File: src/rtl/gtst_pkg.sv
// ----------------------------------------------------------------------------
// gtst_pkg
// Shared types, codes and helper functions of the text slot table.
// ----------------------------------------------------------------------------
package gtst_pkg;

   // table geometry
   localparam int SLOT_COUNT = 32;
   localparam int SLOT_W     = (SLOT_COUNT > 1) ? $clog2(SLOT_COUNT) : 1;
   localparam int MAX_OUT    = 32;
   localparam int CNT_W      = $clog2(MAX_OUT);

   // action codes of a request
   localparam logic [2:0] ACT_WRITE  = 3'd0;
   localparam logic [2:0] ACT_ERASE  = 3'd1;
   localparam logic [2:0] ACT_MOVE   = 3'd2;
   localparam logic [2:0] ACT_SETPOS = 3'd3;
   localparam logic [2:0] ACT_SCAN   = 3'd4;

   // decoded operation handed from front to back
   typedef enum logic [2:0] {
      OP_WRITE,
      OP_ERASE,
      OP_MOVE,
      OP_SETPOS,
      OP_SCAN,
      OP_ECHO,   // handle op with slot out of range
      OP_NONE    // unused action code
   } op_type;

   typedef struct packed {
      logic [7:0]         font;
      logic [31:0]        text_address;
      logic signed [15:0] x;
      logic signed [15:0] y;
      logic [6:0]         scale;
      logic [31:0]        color;
   } entry_type;

   // one word of slot storage
   typedef struct packed {
      logic [31:0] generation;
      entry_type   entry;
   } slot_word_type;

   localparam int WORD_W = $bits(slot_word_type);

   typedef struct packed {
      op_type             op;
      logic [SLOT_W-1:0]  slot;
      logic signed [6:0]  handle_slot;
      logic [31:0]        handle_generation;
      entry_type          entry;
   } cmd_type;

   typedef struct packed {
      logic signed [6:0]  result_slot;
      logic [31:0]        result_generation;
      logic               done_res;
      logic [7:0]         entry_font;
      logic [31:0]        entry_text_address;
      logic signed [15:0] entry_x;
      logic signed [15:0] entry_y;
      logic [6:0]         entry_scale;
      logic [31:0]        entry_color;
      logic               last;
   } rsp_type;

   typedef struct packed {
      logic              found;
      logic [SLOT_W-1:0] index;
   } ffs_type;

   // lowest set bit
   function automatic ffs_type find_first(input logic [SLOT_COUNT-1:0] vec);
      ffs_type r;
      r.found = 1'b0;
      r.index = '0;
      for (int i = SLOT_COUNT - 1; i >= 0; i--) begin
         if (vec[i]) begin
            r.found = 1'b1;
            r.index = SLOT_W'(i);
         end
      end
      return r;
   endfunction

   // bits strictly above idx
   function automatic logic [SLOT_COUNT-1:0] above_mask(input logic [SLOT_W-1:0] idx);
      logic [SLOT_COUNT-1:0] m;
      for (int i = 0; i < SLOT_COUNT; i++) begin
         m[i] = (i > int'(idx));
      end
      return m;
   endfunction

   // 16-bit signed add, saturating
   function automatic logic signed [15:0] sat_add(input logic signed [15:0] a,
                                                  input logic signed [15:0] b);
      logic signed [16:0] s;
      s = $signed({a[15], a}) + $signed({b[15], b});
      if (!s[16] && s[15]) begin
         return 16'sh7fff;
      end else if (s[16] && !s[15]) begin
         return 16'sh8000;
      end
      return s[15:0];
   endfunction

   // response for none / cleared handle
   function automatic rsp_type rsp_none();
      rsp_type r;
      r.result_slot        = -7'sd1;
      r.result_generation  = '0;
      r.done_res           = 1'b0;
      r.entry_font         = '0;
      r.entry_text_address = '0;
      r.entry_x            = '0;
      r.entry_y            = '0;
      r.entry_scale        = 7'd1;
      r.entry_color        = '0;
      r.last               = 1'b1;
      return r;
   endfunction

endpackage

File: src/rtl/gtst_ifs.sv
// ----------------------------------------------------------------------------
// gtst request and response channels
// Valid/ready channels carrying the request and response payloads.
// ----------------------------------------------------------------------------
interface gtst_req_if;
   logic               valid;
   logic               ready;
   logic [2:0]         action;
   logic signed [6:0]  handle_slot;
   logic [31:0]        handle_generation;
   logic [7:0]         font_number;
   logic [31:0]        text_address;
   logic signed [15:0] x_value;
   logic signed [15:0] y_value;
   logic signed [7:0]  scale_value;
   logic [31:0]        color_value;

   modport source (output valid, action, handle_slot, handle_generation, font_number,
                   text_address, x_value, y_value, scale_value, color_value,
                   input ready);
   modport sink (input valid, action, handle_slot, handle_generation, font_number,
                 text_address, x_value, y_value, scale_value, color_value,
                 output ready);
endinterface


File: src/rtl/gtst_front.sv
// ----------------------------------------------------------------------------
// gtst_front
// Accepts requests, decodes them into commands and queues them for the back.
// ----------------------------------------------------------------------------
module gtst_front (
   input  logic              clock,
   input  logic              reset,
   gtst_req_if.sink          req,
   output logic              q_valid,
   output gtst_pkg::cmd_type q_cmd,
   input  logic              q_pop
);

   localparam int QD = 2;
   localparam int PW = $clog2(QD);
   localparam int CW = $clog2(QD + 1);

   gtst_pkg::cmd_type q_ff [QD];
   gtst_pkg::cmd_type dec;
   logic [PW-1:0]     wr_ptr_ff, wr_ptr_in;
   logic [PW-1:0]     rd_ptr_ff, rd_ptr_in;
   logic [CW-1:0]     count_ff, count_in;
   logic              push;
   logic              in_range;

   // handle slot must be non-negative and below the slot count
   assign in_range = !req.handle_slot[6] &&
                     ($unsigned(req.handle_slot) < 7'(gtst_pkg::SLOT_COUNT));

   // classify the request
   always_comb begin
      dec.slot              = req.handle_slot[gtst_pkg::SLOT_W-1:0];
      dec.handle_slot       = req.handle_slot;
      dec.handle_generation = req.handle_generation;
      dec.entry.font         = req.font_number;
      dec.entry.text_address = req.text_address;
      dec.entry.x            = req.x_value;
      dec.entry.y            = req.y_value;
      dec.entry.color        = req.color_value;
      // scale below 1 clamps to 1
      if (req.scale_value < 8'sd1) begin
         dec.entry.scale = 7'd1;
      end else begin
         dec.entry.scale = req.scale_value[6:0];
      end
      unique case (req.action)
         gtst_pkg::ACT_WRITE:  dec.op = gtst_pkg::OP_WRITE;
         gtst_pkg::ACT_ERASE:  dec.op = in_range ? gtst_pkg::OP_ERASE  : gtst_pkg::OP_ECHO;
         gtst_pkg::ACT_MOVE:   dec.op = in_range ? gtst_pkg::OP_MOVE   : gtst_pkg::OP_ECHO;
         gtst_pkg::ACT_SETPOS: dec.op = in_range ? gtst_pkg::OP_SETPOS : gtst_pkg::OP_ECHO;
         gtst_pkg::ACT_SCAN:   dec.op = gtst_pkg::OP_SCAN;
         default:              dec.op = gtst_pkg::OP_NONE;
      endcase
   end

   // two-entry command queue
   assign req.ready = (count_ff != CW'(QD));
   assign push      = req.valid && req.ready;
   assign q_valid   = (count_ff != '0);
   assign q_cmd     = q_ff[rd_ptr_ff];

   always_comb begin
      wr_ptr_in = push  ? PW'(wr_ptr_ff + 1'b1) : wr_ptr_ff;
      rd_ptr_in = q_pop ? PW'(rd_ptr_ff + 1'b1) : rd_ptr_ff;
      count_in  = CW'(count_ff + CW'(push) - CW'(q_pop));
   end

   always_ff @(posedge clock) begin
      if (reset) begin
         wr_ptr_ff <= '0;
         rd_ptr_ff <= '0;
         count_ff  <= '0;
      end else begin
         wr_ptr_ff <= wr_ptr_in;
         rd_ptr_ff <= rd_ptr_in;
         count_ff  <= count_in;
      end
   end

   always_ff @(posedge clock) begin
      if (push) begin
         q_ff[wr_ptr_ff] <= dec;
      end
   end

endmodule

File: src/flat_wrapper.sv
// flat-port wrapper written by rule: the top's interface ports become plain ports
module gtst_front_flat 
  (clock, reset, q_valid, q_cmd, q_pop, req_valid, req_action, req_handle_slot, req_handle_generation, req_font_number, req_text_address, req_x_value, req_y_value, req_scale_value, req_color_value, req_ready);
  gtst_req_if req_i ();
  input  logic clock;
  input  logic reset;
  output logic q_valid;
  output gtst_pkg::cmd_type q_cmd;
  input  logic q_pop;
  input wire logic [$bits(req_i.valid)-1:0] req_valid;
  input wire logic [$bits(req_i.action)-1:0] req_action;
  input wire logic [$bits(req_i.handle_slot)-1:0] req_handle_slot;
  input wire logic [$bits(req_i.handle_generation)-1:0] req_handle_generation;
  input wire logic [$bits(req_i.font_number)-1:0] req_font_number;
  input wire logic [$bits(req_i.text_address)-1:0] req_text_address;
  input wire logic [$bits(req_i.x_value)-1:0] req_x_value;
  input wire logic [$bits(req_i.y_value)-1:0] req_y_value;
  input wire logic [$bits(req_i.scale_value)-1:0] req_scale_value;
  input wire logic [$bits(req_i.color_value)-1:0] req_color_value;
  output wire logic [$bits(req_i.ready)-1:0] req_ready;
  assign req_i.valid = req_valid;
  assign req_i.action = req_action;
  assign req_i.handle_slot = req_handle_slot;
  assign req_i.handle_generation = req_handle_generation;
  assign req_i.font_number = req_font_number;
  assign req_i.text_address = req_text_address;
  assign req_i.x_value = req_x_value;
  assign req_i.y_value = req_y_value;
  assign req_i.scale_value = req_scale_value;
  assign req_i.color_value = req_color_value;
  assign req_ready = req_i.ready;
  gtst_front u_core (.clock(clock), .reset(reset), .req(req_i), .q_valid(q_valid), .q_cmd(q_cmd), .q_pop(q_pop));
endmodule
File: config.mk
export PLATFORM = sky130hd
export DESIGN_NAME = gtst_front_flat
export DESIGN_NICKNAME = d
export VERILOG_FILES = /design/src/rtl/gtst_pkg.sv /design/src/rtl/gtst_ifs.sv /design/src/rtl/gtst_front.sv /design/src/flat_wrapper.sv
export SDC_FILE = /design/constraint.sdc
export NUM_CORES = 1
export LEC_CHECK = 0
export BUFFER_PORTS_ARGS = -buffer_cell sky130_fd_sc_hd__buf_2
export CORE_ASPECT_RATIO = 0.7
export CORE_MARGIN = 2
export CORE_UTILIZATION = 40
export CTS_BUF_LIST = sky130_fd_sc_hd__clkbuf_8
export CTS_CLUSTER_DIAMETER = 30
export DETAILED_ROUTE_END_ITERATION = 10
export SYNTH_ARGS = -nofsm -noshare
export SYNTH_HDL_FRONTEND = slang
export SYNTH_SLANG_ARGS = --single-unit
File: constraint.sdc
create_clock -name clock -period 34.2 [get_ports clock]
set_clock_uncertainty 0.15 [all_clocks]
set_input_delay 10.26 -clock clock [delete_from_list [all_inputs] [get_ports clock]]
set_output_delay 10.26 -clock clock [all_outputs]
set_load 0.01 [all_outputs]
Yosys cells after proc, flatten, opt, wreduce, memory -nomap -nowiden
Memory sizes are Yosys's and may differ from the RTL's. A register that Yosys moved wholly into a read port is not among the register bits.
Index checks and enable logic that the tools add are counted.
{"block": "word_totals", "ff_bits": 4, "latchBits": 0, "ramBits": 316, "mem_bits_ro": 0, "inputBits": 158, "memories": 1}
{"block": "op_classes", "add_sub_neg": 4, "multipliers": 0, "div": 0, "magnitude_cmp": 2, "eq_ne": 5, "n_shift": 0, "n_mux": 9, "n_bitwise": 0, "reduce_logical": 5}
{"name": "u_core.q_ff", "words": 2, "word_bits": 158, "rd": 1, "rd_ports_with_merged_regs": 1, "write_ports": 1, "line_no": "gtst_front.sv:18", "source": "gtst_pkg::cmd_type q_ff [QD];"}
{"operator": "3-bit one-hot mux with 5 select lines", "count": 1}
{"operator": "3-bit two-way mux", "count": 3}
{"operator": "8-bit by 2-bit < comparator with 1-bit output (second input constant)", "count": 1}
{"operator": "7-bit by 6-bit < comparator with 1-bit output (second input constant)", "count": 1}
{"operator": "7-bit two-way mux", "count": 1}
{"operator": "3-bit by 2-bit == test with 1-bit output (second input constant)", "count": 2}
{"operator": "1-bit two-way mux", "count": 4}
{"operator": "3-bit by 1-bit == test with 1-bit output (second input constant)", "count": 1}
{"operator": "3-bit == test (second input constant)", "count": 1}
{"operator": "3-bit zero test", "count": 1}
{"operator": "1-bit adder (second input constant)", "count": 2}
{"operator": "2-bit by 1-bit adder with 2-bit output", "count": 1}
{"operator": "1-bit logical AND", "count": 2}
{"operator": "2-bit != test (second input constant)", "count": 1}
{"operator": "2-bit nonzero test", "count": 1}
{"operator": "2-bit by 1-bit subtractor with 2-bit output", "count": 1}
{"operator": "1-bit zero test", "count": 1}

Longest topological paths before layout
Gate-level depths: netlist (run 1).
{"block": "logic_depth", "ltp_word": 4, "depth_mapped": 7, "ltp_nobuf": 7}

Least setup slack after synthesis (run 1)
Ideal clock, no wire load.
{"block": "synth_path", "path_type": "in2reg", "start": "input req_valid", "end": "memory u_core.q_ff[0][0] (netlist name) (enable)", "setup_time_ps": 686, "t_arrival_ps": 17146, "slack_ps": 16218, "path_stages": 2, "n_path_buf": 0, "cell_sequence": "and2_1 -> nor2b_1"}
{"block": "synth_via", "elab_chain_cells": 3}
{"item": "start: declaration", "line_no": "flat_wrapper.sv:10", "source": "input wire logic [$bits(req_i.valid)-1:0] req_valid;"}
{"item": "1-bit logical AND", "line_no": "gtst_front.sv:58", "source": "assign push = req.valid && req.ready;"}
{"item": "1-bit two-way mux", "line_no": "gtst_front.sv:81", "source": "if (push) begin"}
{"item": "1-bit two-way mux (not written as such)", "line_no": "gtst_front.sv:82", "source": "q_ff[wr_ptr_ff] <= dec;"}
{"item": "end: declaration", "line_no": "gtst_front.sv:18"}
Every way passes these cells.

==> out/results.tsv, run 1 <==
stage	metric	value	unit
run_status	status	finished clean	
final_layout	nets	1040	
cts	# hold bufs at CTS	0	
hold_path	HP Class	reg2reg	
worst_setup_path	CP required	23790	ps
drt	DRT Pass-1 Iters	5	
drt	post-DR vias/cell	4.613	
drt	antenna viol nets, final	0	
cts	post-CTS setup buffer count	0	
timing	RSZ-0062 raised after global routing	false	
timing	setup_tns	0	ps
timing	Hold Vio Cnt, Final	0	
yosys	mean post-synth cell area	22.25	sq um
yosys	mapped cell area	11680	sq um
place	I/O Buffers	317	
yosys	Syn Nets	685	
worst_setup_path	WP data arrival	2850	ps
power_and_ir_drop	maximum VDD drop	0.00003459	V
power_and_ir_drop	Power Total	926.8	uW
cts	CTS tree	yes	
floorplan	Cell Rows	52	
worst_setup_path	crit-path max FO	55	
floorplan	I/O Pins	318	
drt	drt wl/cell	17.49	microns
final_layout	Cell Count, Final, Fillers Out	1298	
grt	vias in the first global route	6062	
floorplan	Die X	208.3	microns
drt	vias	5988	
floorplan	core area	28820	sq um
worst_setup_path	Setup CP Type	reg2out	
drt	drc violations	0	
timing	final slew viol count	0	
worst_setup_path	crit start category	register	
run	Max-cap violations	0	
grt	GRT overflow	0	
place	placed cell count	1204	
timing	worst rel slew slack	29.05	%
cts	Num Clock Sinks	311	
timing	final setup vio count	0	
cts	Clock Pin Slew Worst Setup and Hold Paths	50	ps
drt	final WL	22.71	mm
yosys	Mapped Cells	525	
yosys	register area share after synthesis	79.52	%
drt	initial drt markers	239	
timing	ratio of final minimum period to clock period	38.78	%
grt	first-pass GRT wire length	34.14	mm
timing	minimum clock period	13260	ps
floorplan	Die Y	147.0	microns
timing	Slew @ Worst Pin	1064	ps
yosys	Netlist cell types	25	
final_layout	Area growth syn-to-layout	24.79	%
power_and_ir_drop	Leak Pwr	0.005661	uW
cts	htree depth	2	
cts	CTS buffer count	52	
cts	cts repair resizes	0	
grt	initial antenna violation count	6	
cts	Clock Tree Root	clkbuf_8	
cts	clk_lat worst skew	570	ps
place	GP Congestion	0.7365	
place	hpwl dp	15.03	mm
power_and_ir_drop	PwrDens	63.58	nW/um^2
yosys	Seq cells post-synth	311	
timing	Fmax	75.41	MHz
floorplan	die area	30610	sq um
grt	total track usage	14.63	%
floorplan	starting density of the core	40.53	%
final_layout	layout cell share with drive strength beyond 1	59.76	%
cts	Longest Clk Path Bufs	3	
grt	pin count of the biggest net entering global routing	75	
yosys	synth warn	0	
worst_setup_path	CP endpoint kind	output port	
routing by layer:
| metal | vias to the layer above | part of all wire, % | global-route usage (%) |
|---|---|---|---|
| met5 | - | 0.12 | 0 |
| met4 | 6 | 2.3 | 5.647 |
| met3 | 51 | 9.4 | 6.456 |
| met2 | 236 | 43 | 20.89 |
| met1 | 2909 | 45 | 19.67 |
| li1 | 2786 | - | - |
layout by cell type (no fill, tap or decap), drive strengths merged:
master / synthesis / layout
nand3: 1 / 1
inv: 3 / 23
xor2: 1 / 1
diode: 0 / 3
nand2b: 2 / 2
nor4: 1 / 1
dfxtp: 5 / 5
and2: 2 / 2
o21ai: 3 / 3
or2: 1 / 1
a211o: 1 / 1
nor3: 1 / 1
nand2: 2 / 2
mux2: 153 / 153
bufinv: 0 / 1
edfxtp: 306 / 306
clkbuf: 0 / 54
a21oi: 1 / 1
clkinv: 0 / 12
o21bai: 1 / 1
buf: 22 / 323
nor2: 7 / 7
xnor2: 1 / 1
nor2b: 8 / 8
ha: 2 / 2
and3: 1 / 1
clkinvlp: 0 / 4
synthesized netlist by cell type:
cell,instances,share of area [%]
a211o_1,1,0.075
a21oi_1,1,0.043
and2_1,2,0.11
and3_1,1,0.054
buf_2,8,0.34
buf_4,5,0.32
buf_6,9,0.87
dfxtp_1,5,0.86
edfxtp_1,306,79
ha_1,2,0.21
inv_1,3,0.096
mux2_2,83,8.0
mux2_4,70,9.0
nand2_1,2,0.064
nand2b_1,2,0.11
nand3_1,1,0.043
nor2_1,7,0.22
nor2b_1,8,0.43
nor3_1,1,0.043
nor4_1,1,0.054
o21ai_0,3,0.13
o21bai_1,1,0.064
or2_2,1,0.054
xnor2_1,1,0.075
xor2_1,1,0.075
report_power, final:
group	leakage, uW	switching, uW	internal [uW]
sequential	0.00289	11.4	474
combinational	0.00222	81.0	67.2
clock	0.000547	139	154
kinds of logic (layout without fill, tap and decap cells):
group / after synthesis / after routing / synth area share [%]
buf+inv: 25 / 417 / 1.628
fa+ha+maj: 2 / 2 / 0.2142
mux: 153 / 153 / 17.00
compound gates: 6 / 6 / 0.3106
xor+xnor: 2 / 2 / 0.1500
simple gates: 26 / 26 / 1.178
flops: 311 / 311 / 79.52
other cells: 0 / 3 / 0
worst paths after layout:
kind	startpoint	endpoint	slack [ps]	cells after the start
worst max-delay path	register	q_cmd[156]	20940	3
worst min-delay path	u_core.rd_ptr_ff	register	370	2
worst max register to register	u_core.count_ff[0]	u_core.q_ff[0][118]	31120	4
worst min register to register	u_core.rd_ptr_ff	register	370	2
area by class of cell:
type	count	area, sq um
repair buffers	323	1632
inverters	3	11.26
clock buffers	54	743.2
well taps	378	473.0
diodes	3	7.507
flip-flops and latches	311	9293
multi-input cells	189	2215
fillers	2412	14250
clock inverters	37	202.7
sequential cells by signal, indices dropped and copies added (netlist names), named ones only:
signal,cells
u_core.q_ff,306
u_core.count_ff,2
u_core.wr_ptr_ff,1
u_core.rd_ptr_ff,1
through the flow:
stage	worst slack (ps)	utilization [%]	hold WS [ps]	cell area, sq um
detailed placement	21270	47.27	356.4	13620
global placement	21300	47.27	344.4	13620
floorplan	16220	-	320.7	11680
finish	20940	50.57	370.4	14580
global route	20740	50.55	417.8	14570
CTS	20850	50.55	371.2	14570
worst max-delay path, cell delays in order, from the launching register on:
cell	delay, ps
dfxtp_4	750
buf_4	850
mux2_2	430
buf_2	150
Note: power is estimated with default switching activity, not from simulation.
==> inputs of run 2 (changes only) <==
==> constraint.sdc (replaced) <==
create_clock -name clock -period 13.4 [get_ports clock]
set_clock_uncertainty 0.15 [all_clocks]
set_input_delay 4.02 -clock clock [delete_from_list [all_inputs] [get_ports clock]]
set_output_delay 4.02 -clock clock [all_outputs]
set_load 0.01 [all_outputs]
==> run 2 against run 1 <==
Effect of this change:
- design area grew 0.21%
- cell count shrank 0.31%
- first-iteration DRC count shrank 22%
- die area is the same
- worst setup slack lost 15000 ps
- sequential power grew to 2.6 times the previous value
- hold slack gained 5.6 ps
- sequential share of layout area shrank 0.14 points
- total power grew to 2.6 times the previous value
- clock power grew to 2.7 times the previous value
- global-route usage grew 0.14 points
==> out/results.tsv, run 2 (synthesis results as in run 1) <==
stage	metric	value	unit
run_status	status	finished clean	
floorplan	die area	30610	sq um
floorplan	starting density of the core	40.53	%
timing	worst rel slew slack	28.11	%
final_layout	Area growth syn-to-layout	25.05	%
timing	setup_tns	0	ps
grt	initial antenna violation count	5	
place	placed cell count	1204	
cts	htree depth	2	
drt	drt wl/cell	17.82	microns
place	GP Congestion	0.7314	
drt	antenna viol nets, final	0	
worst_setup_path	crit start category	register	
final_layout	Regs by FF count	u_core.q_ff: 306 flops, u_core.count_ff: 2 flops	
drt	post-DR vias/cell	4.611	
drt	drc violations	0	
final_layout	Largest register FFs	306	
floorplan	core area	28820	sq um
worst_setup_path	WP data arrival	2830	ps
final_layout	nets	1040	
worst_setup_path	crit path cell chain	buf_4 > mux2_2 > buf_2	
grt	pin count of the biggest net entering global routing	69	
cts	Longest Clk Path Bufs	3	
place	I/O Buffers	317	
hold_path	HP Class	reg2reg	
drt	vias	5966	
worst_setup_path	crit-path max FO	52	
timing	ratio of final minimum period to clock period	52.23	%
cts	post-CTS setup buffer count	0	
worst_setup_path	FF-to-FF setup slack	10280	ps
final_layout	Post-Route Utilization	50.68	%
worst_setup_path	Critical R2R Launch	u_core.count_ff[0]	
cts	CTS tree	yes	
grt	GRT overflow	0	
timing	final slew viol count	0	
final_layout	Fill cells	2435	
timing	RSZ-0062 raised after global routing	false	
floorplan	I/O Pins	318	
worst_setup_path	Worst R2R Path Depth	4	
cts	Num Clock Sinks	311	
final_layout	Cell Count, Final, Fillers Out	1294	
floorplan	Die Y	147.0	microns
drt	initial drt markers	186	
floorplan	Die X	208.3	microns
cts	clk_lat worst skew	570	ps
cts	Clock Pin Slew Worst Setup and Hold Paths	60	ps
floorplan	Cell Rows	52	
timing	Hold WS	375.9	ps
timing	minimum clock period	6999	ps
cts	Clock Tree Root	clkbuf_8	
final_layout	commonest non-fill, non-tap cell in the layout	buf_2	
worst_setup_path	CP endpoint kind	output port	
grt	total track usage	14.77	%
cts	cts repair resizes	0	
timing	Slew @ Worst Pin	1076	ps
worst_setup_path	Setup CP Type	reg2out	
place	Place WS	6676	ps
power_and_ir_drop	maximum VDD drop	0.0001038	V
timing	final setup vio count	0	
worst_setup_path	CP max-delay cell	buf_4	
timing	Hold Vio Cnt, Final	0	
drt	DRT Pass-1 Iters	4	
worst_setup_path	Setup crit end	q_cmd[156]	
power_and_ir_drop	Leak Pwr	0.005679	uW
grt	vias in the first global route	6247	
grt	first-pass GRT wire length	34.57	mm
worst_setup_path	Worst R2R End	u_core.q_ff[0][116]	
timing	final worst slack	6401	ps
final_layout	Most flops, register	u_core.q_ff	
worst_setup_path	delay of the slowest critical-path stage	850	ps
worst_setup_path	CP required	9230	ps
place	hpwl dp	15.13	mm
final_layout	layout cell share with drive strength beyond 1	59.74	%
drt	final WL	23.06	mm
final_layout	most frequent cells in the layout	buf_2 (317), edfxtp_1 (306), mux2_2 (83), mux2_4 (70), clkbuf_8 (55)	
timing	Fmax	142.9	MHz
run	Max-cap violations	0	
cts	CTS buffer count	52	
cts	# hold bufs at CTS	0	
power_and_ir_drop	PwrDens	164.9	nW/um^2
run 2: layer usage:
| metal | part of all wire [%] | GRT usage, % | up-vias |
|---|---|---|---|
| li1 | - | - | 2780 |
| met1 | 45 | 19.73 | 2904 |
| met3 | 10 | 6.712 | 38 |
| met2 | 44 | 21.71 | 240 |
| met5 | 0.10 | 0 | - |
| met4 | 1.6 | 4.424 | 4 |
run 2: how the worst min path moves through the flow:
| stage | start | endpoint | slack (ps) | cells past startpoint |
|---|---|---|---|---|
| floorplan | u_core.wr_ptr_ff | u_core.wr_ptr_ff | 320 | 2 |
| global placement | u_core.rd_ptr_ff | u_core.rd_ptr_ff | 340 | 2 |
| detailed placement | u_core.rd_ptr_ff | u_core.rd_ptr_ff | 360 | 2 |
| CTS | u_core.rd_ptr_ff | u_core.rd_ptr_ff | 380 | 2 |
| global route | u_core.count_ff[1] | u_core.count_ff[1] | 410 | 2 |
| finish | u_core.rd_ptr_ff | u_core.rd_ptr_ff | 380 | 2 |
run 2: per-stage QoR:
step           instance area [sq um]  total power [uW]
2_1_floorplan                  11680              1511
3_3_place_gp                   13620              1638
3_5_place_dp                   13620              1644
4_1_cts                        14600              2444
5_1_grt                        14600              2521
6_report                       14610              2409
run 2: critical path, delay by kind of cell (launching register included):
family | cells | cell delay (ps)
muxes | 1 | 420
buffers and inverters | 2 | 1000
DFF | 1 | 790
run 2: final cells by class:
| type | count | area, sq um | area share (%) |
|---|---|---|---|
| tap | 378 | 473.0 | 3.238 |
| clock buffer | 55 | 757.0 | 5.182 |
| sequential | 311 | 9293 | 63.61 |
| inverter | 3 | 11.26 | 0.07709 |
| antenna | 2 | 5.005 | 0.03426 |
| multi-input combinational | 189 | 2215 | 15.16 |
| timing repair buffer | 323 | 1632 | 11.17 |
| clock inverter | 33 | 222.7 | 1.525 |
run 2: power breakdown:
part           internal [uW]  leakage (uW)  switching, uW  total, uW
sequential              1210       0.00289           30.4       1240
clock                    435      0.000565            357        792
combinational            172       0.00222            206        378
total                   1820       0.00568            593       2410
==> inputs of run 3 (changes only) <==
--- a/config.mk
+++ b/config.mk
@@ -5,6 +5,7 @@
 export SDC_FILE = /design/constraint.sdc
 export NUM_CORES = 1
 export LEC_CHECK = 0
+export ABC_AREA = 1
 export BUFFER_PORTS_ARGS = -buffer_cell sky130_fd_sc_hd__buf_2
 export CORE_ASPECT_RATIO = 0.7
 export CORE_MARGIN = 2
==> constraint.sdc (replaced) <==
create_clock -name clock -period 6.8 [get_ports clock]
set_clock_uncertainty 0.15 [all_clocks]
set_input_delay 2.04 -clock clock [delete_from_list [all_inputs] [get_ports clock]]
set_output_delay 2.04 -clock clock [all_outputs]
set_load 0.01 [all_outputs]
==> run 3 against run 2 <==
Effect of this change:
- clock power rose by 110%
- count of clock-buffer cells in the layout did not move
- non-clock buffer count fell by 1
- cell count rose by 2.4%
- synthesized cell count rose by 4.0%
- die area rose by 0.27%
- utilization rose by 0.55 points
- highest routed layer unchanged
==> out/results.tsv, run 3 <==
stage	metric	value	unit
cts	post-CTS setup buffer count	0	
place	Place WS	2631	ps
drt	initial drt markers	249	
final_layout	commonest non-fill, non-tap cell in the layout	buf_2	
power_and_ir_drop	PwrDens	318.4	nW/um^2
hold_path	Hold Path Depth	2	
drt	DRT Pass-1 Iters	4	
final_layout	Most flops, register	u_core.q_ff	
cts	Clock Tree Root	clkbuf_8	
worst_setup_path	Critical R2R Launch	u_core.count_ff[0]	
hold_path	HP Start	u_core.rd_ptr_ff	
drt	antenna viol nets, final	0	
worst_setup_path	Setup CP Type	reg2out	
floorplan	starting density of the core	40.64	%
grt	initial antenna violation count	9	
timing	final worst slack	2040	ps
place	hpwl dp	15.32	mm
timing	Hold Vio Cnt, Final	0	
yosys	mapped cell area	11710	sq um
cts	CTS buffer count	53	
grt	pin count of the biggest net entering global routing	154	
floorplan	core area	28820	sq um
drt	post-DR vias/cell	4.575	
grt	vias in the first global route	6167	
cts	Longest Clk Path Bufs	3	
worst_setup_path	WP data arrival	2570	ps
final_layout	Largest register FFs	306	
yosys	register area share after synthesis	79.30	%
final_layout	Cell Count, Final, Fillers Out	1325	
cts	# hold bufs at CTS	0	
yosys	Netlist cell types	16	
drt	drt wl/cell	17.62	microns
yosys	most numerous cell in the Yosys netlist	edfxtp_1	
timing	Fmax	210.1	MHz
drt	final WL	23.35	mm
final_layout	layout cell share with drive strength beyond 1	58.79	%
worst_setup_path	CP required	4610	ps
power_and_ir_drop	Leak Pwr	0.005783	uW
worst_setup_path	crit start category	register	
yosys	Syn Nets	706	
place	placed cell count	1224	
grt	GRT overflow	0	
cts	clk_lat worst skew	570	ps
yosys	Synth Flop Type	edfxtp_1	
cts	Clock Pin Slew Worst Setup and Hold Paths	70	ps
yosys	number of flops mapped to enable cells by yosys	306	
final_layout	Regs by FF count	u_core.q_ff: 306 flops, u_core.count_ff: 2 flops	
worst_setup_path	Worst R2R End	u_core.q_ff[1][87]	
worst_setup_path	Worst R2R Path Depth	5	
yosys	Mapped Cells	546	
yosys	share of synthesized registers carrying an async set or reset	0	%
place	I/O Buffers	317	
timing	setup_tns	0	ps
drt	drc violations	0	
cts	CTS tree	yes	
run_status	status	finished clean	
timing	RSZ-0062 raised after global routing	false	
timing	worst rel slew slack	36.84	%
hold_path	HP Class	reg2reg	
worst_setup_path	CP endpoint kind	output port	
yosys	mean post-synth cell area	21.45	sq um
final_layout	Area growth syn-to-layout	26.06	%
final_layout	most frequent cells in the layout	buf_2 (317), edfxtp_1 (306), mux2_2 (83), mux2_4 (70), clkbuf_8 (55)	
floorplan	I/O Pins	318	
run	Max-cap violations	0	
worst_setup_path	crit-path max FO	56	
timing	ratio of final minimum period to clock period	70.00	%
yosys	post-synth top area share	78.44	%
grt	first-pass GRT wire length	34.13	mm
timing	minimum clock period	4760	ps
floorplan	die area	30690	sq um
floorplan	Cell Rows	52	
yosys	Post-synth top cells	edfxtp_1 (306), mux2_2 (83), mux2_4 (70)	
final_layout	nets	1061	
cts	htree depth	2	
timing	final slew viol count	0	
floorplan	Die X	208.5	microns
floorplan	Die Y	147.2	microns
place	GP Congestion	0.7542	
grt	total track usage	14.67	%
timing	Slew @ Worst Pin	947.4	ps
cts	cts repair resizes	0	
yosys	ranking of synthesized cells by area	edfxtp_1 (78%), mux2_4 (9.0%), mux2_2 (8.0%)	
power_and_ir_drop	maximum VDD drop	0.0001942	V
drt	vias	6062	
timing	final setup vio count	0	
cts	Num Clock Sinks	311	
yosys	synth warn	0	
yosys	largest area contributor in the netlist	edfxtp_1	
worst_setup_path	FF-to-FF setup slack	4350	ps
yosys	Seq cells post-synth	311	
## run 3: worst max path at each step
stage                          from                 to  slack [ps]  depth (start not counted)
after floorplan           req_valid  u_core.q_ff[0][0]         110                          2
after global placement     register           q_cmd[6]        2640                          3
after detailed placement   register          q_cmd[38]        2630                          3
after CTS                  register          q_cmd[38]        1970                          3
after global routing       register         q_cmd[157]        1880                          3
final                      register         q_cmd[157]        2040                          3
## run 3: cell families (layout without fill, tap and decap cells)
| family | Yosys count | in the layout | synth area share [%] |
|---|---|---|---|
| adders and majority gates | 2 | 2 | 0.2136 |
| and+or+nand+nor | 34 | 34 | 1.143 |
| xor gates and xnor gates | 1 | 1 | 0.07478 |
| other | 0 | 3 | 0 |
| DFF | 311 | 311 | 79.30 |
| buffers and inverters | 42 | 440 | 2.168 |
| AOI/OAI and AO/OA | 3 | 3 | 0.1496 |
| muxes | 153 | 153 | 16.95 |
## run 3: worst max-delay path, cell delays in order (launching register included)
cell,delay (ps)
dfxtp_4,850
buf_4,550
mux2_2,390
buf_2,140
## run 3: stage by stage
stage	hold slack, ps	instance area (sq um)	total power [uW]	util, %
floorplan	329.9	11720	2828	-
global placement	352.0	13670	3071	47.44
detailed placement	350.3	13670	3081	47.44
CTS	376.1	14760	4774	51.21
global route	422.5	14760	4914	51.22
finish	372.2	14770	4702	51.23
## run 3: routing by layer
layer | share of wire, % | wire, microns | vias to the layer above | GRT usage, %
met1 | 44 | 10230 | 2920 | 18.93
li1 | - | - | 2837 | -
met5 | 0.24 | 57 | - | 0
met3 | 10 | 2429 | 55 | 7.097
met4 | 1.9 | 448 | 10 | 4.964
met2 | 44 | 10180 | 240 | 21.72
## run 3: where the power goes
group / total [uW] / internal, uW / switching [uW]
combinational: 648 / 299 / 350
sequential: 2380 / 2330 / 52.5
clock: 1670 / 948 / 724
## run 3: area by class of cell
| type | count | area (sq um) |
|---|---|---|
| antenna | 3 | 7.507 |
| clock buffer | 55 | 757.0 |
| clock inverter | 43 | 329.1 |
| fill | 2384 | 14060 |
| inverter | 20 | 80.08 |
| multi-input combinational | 193 | 2178 |
| sequential | 311 | 9293 |
| tap | 378 | 473.0 |
| timing repair buffer | 322 | 1649 |
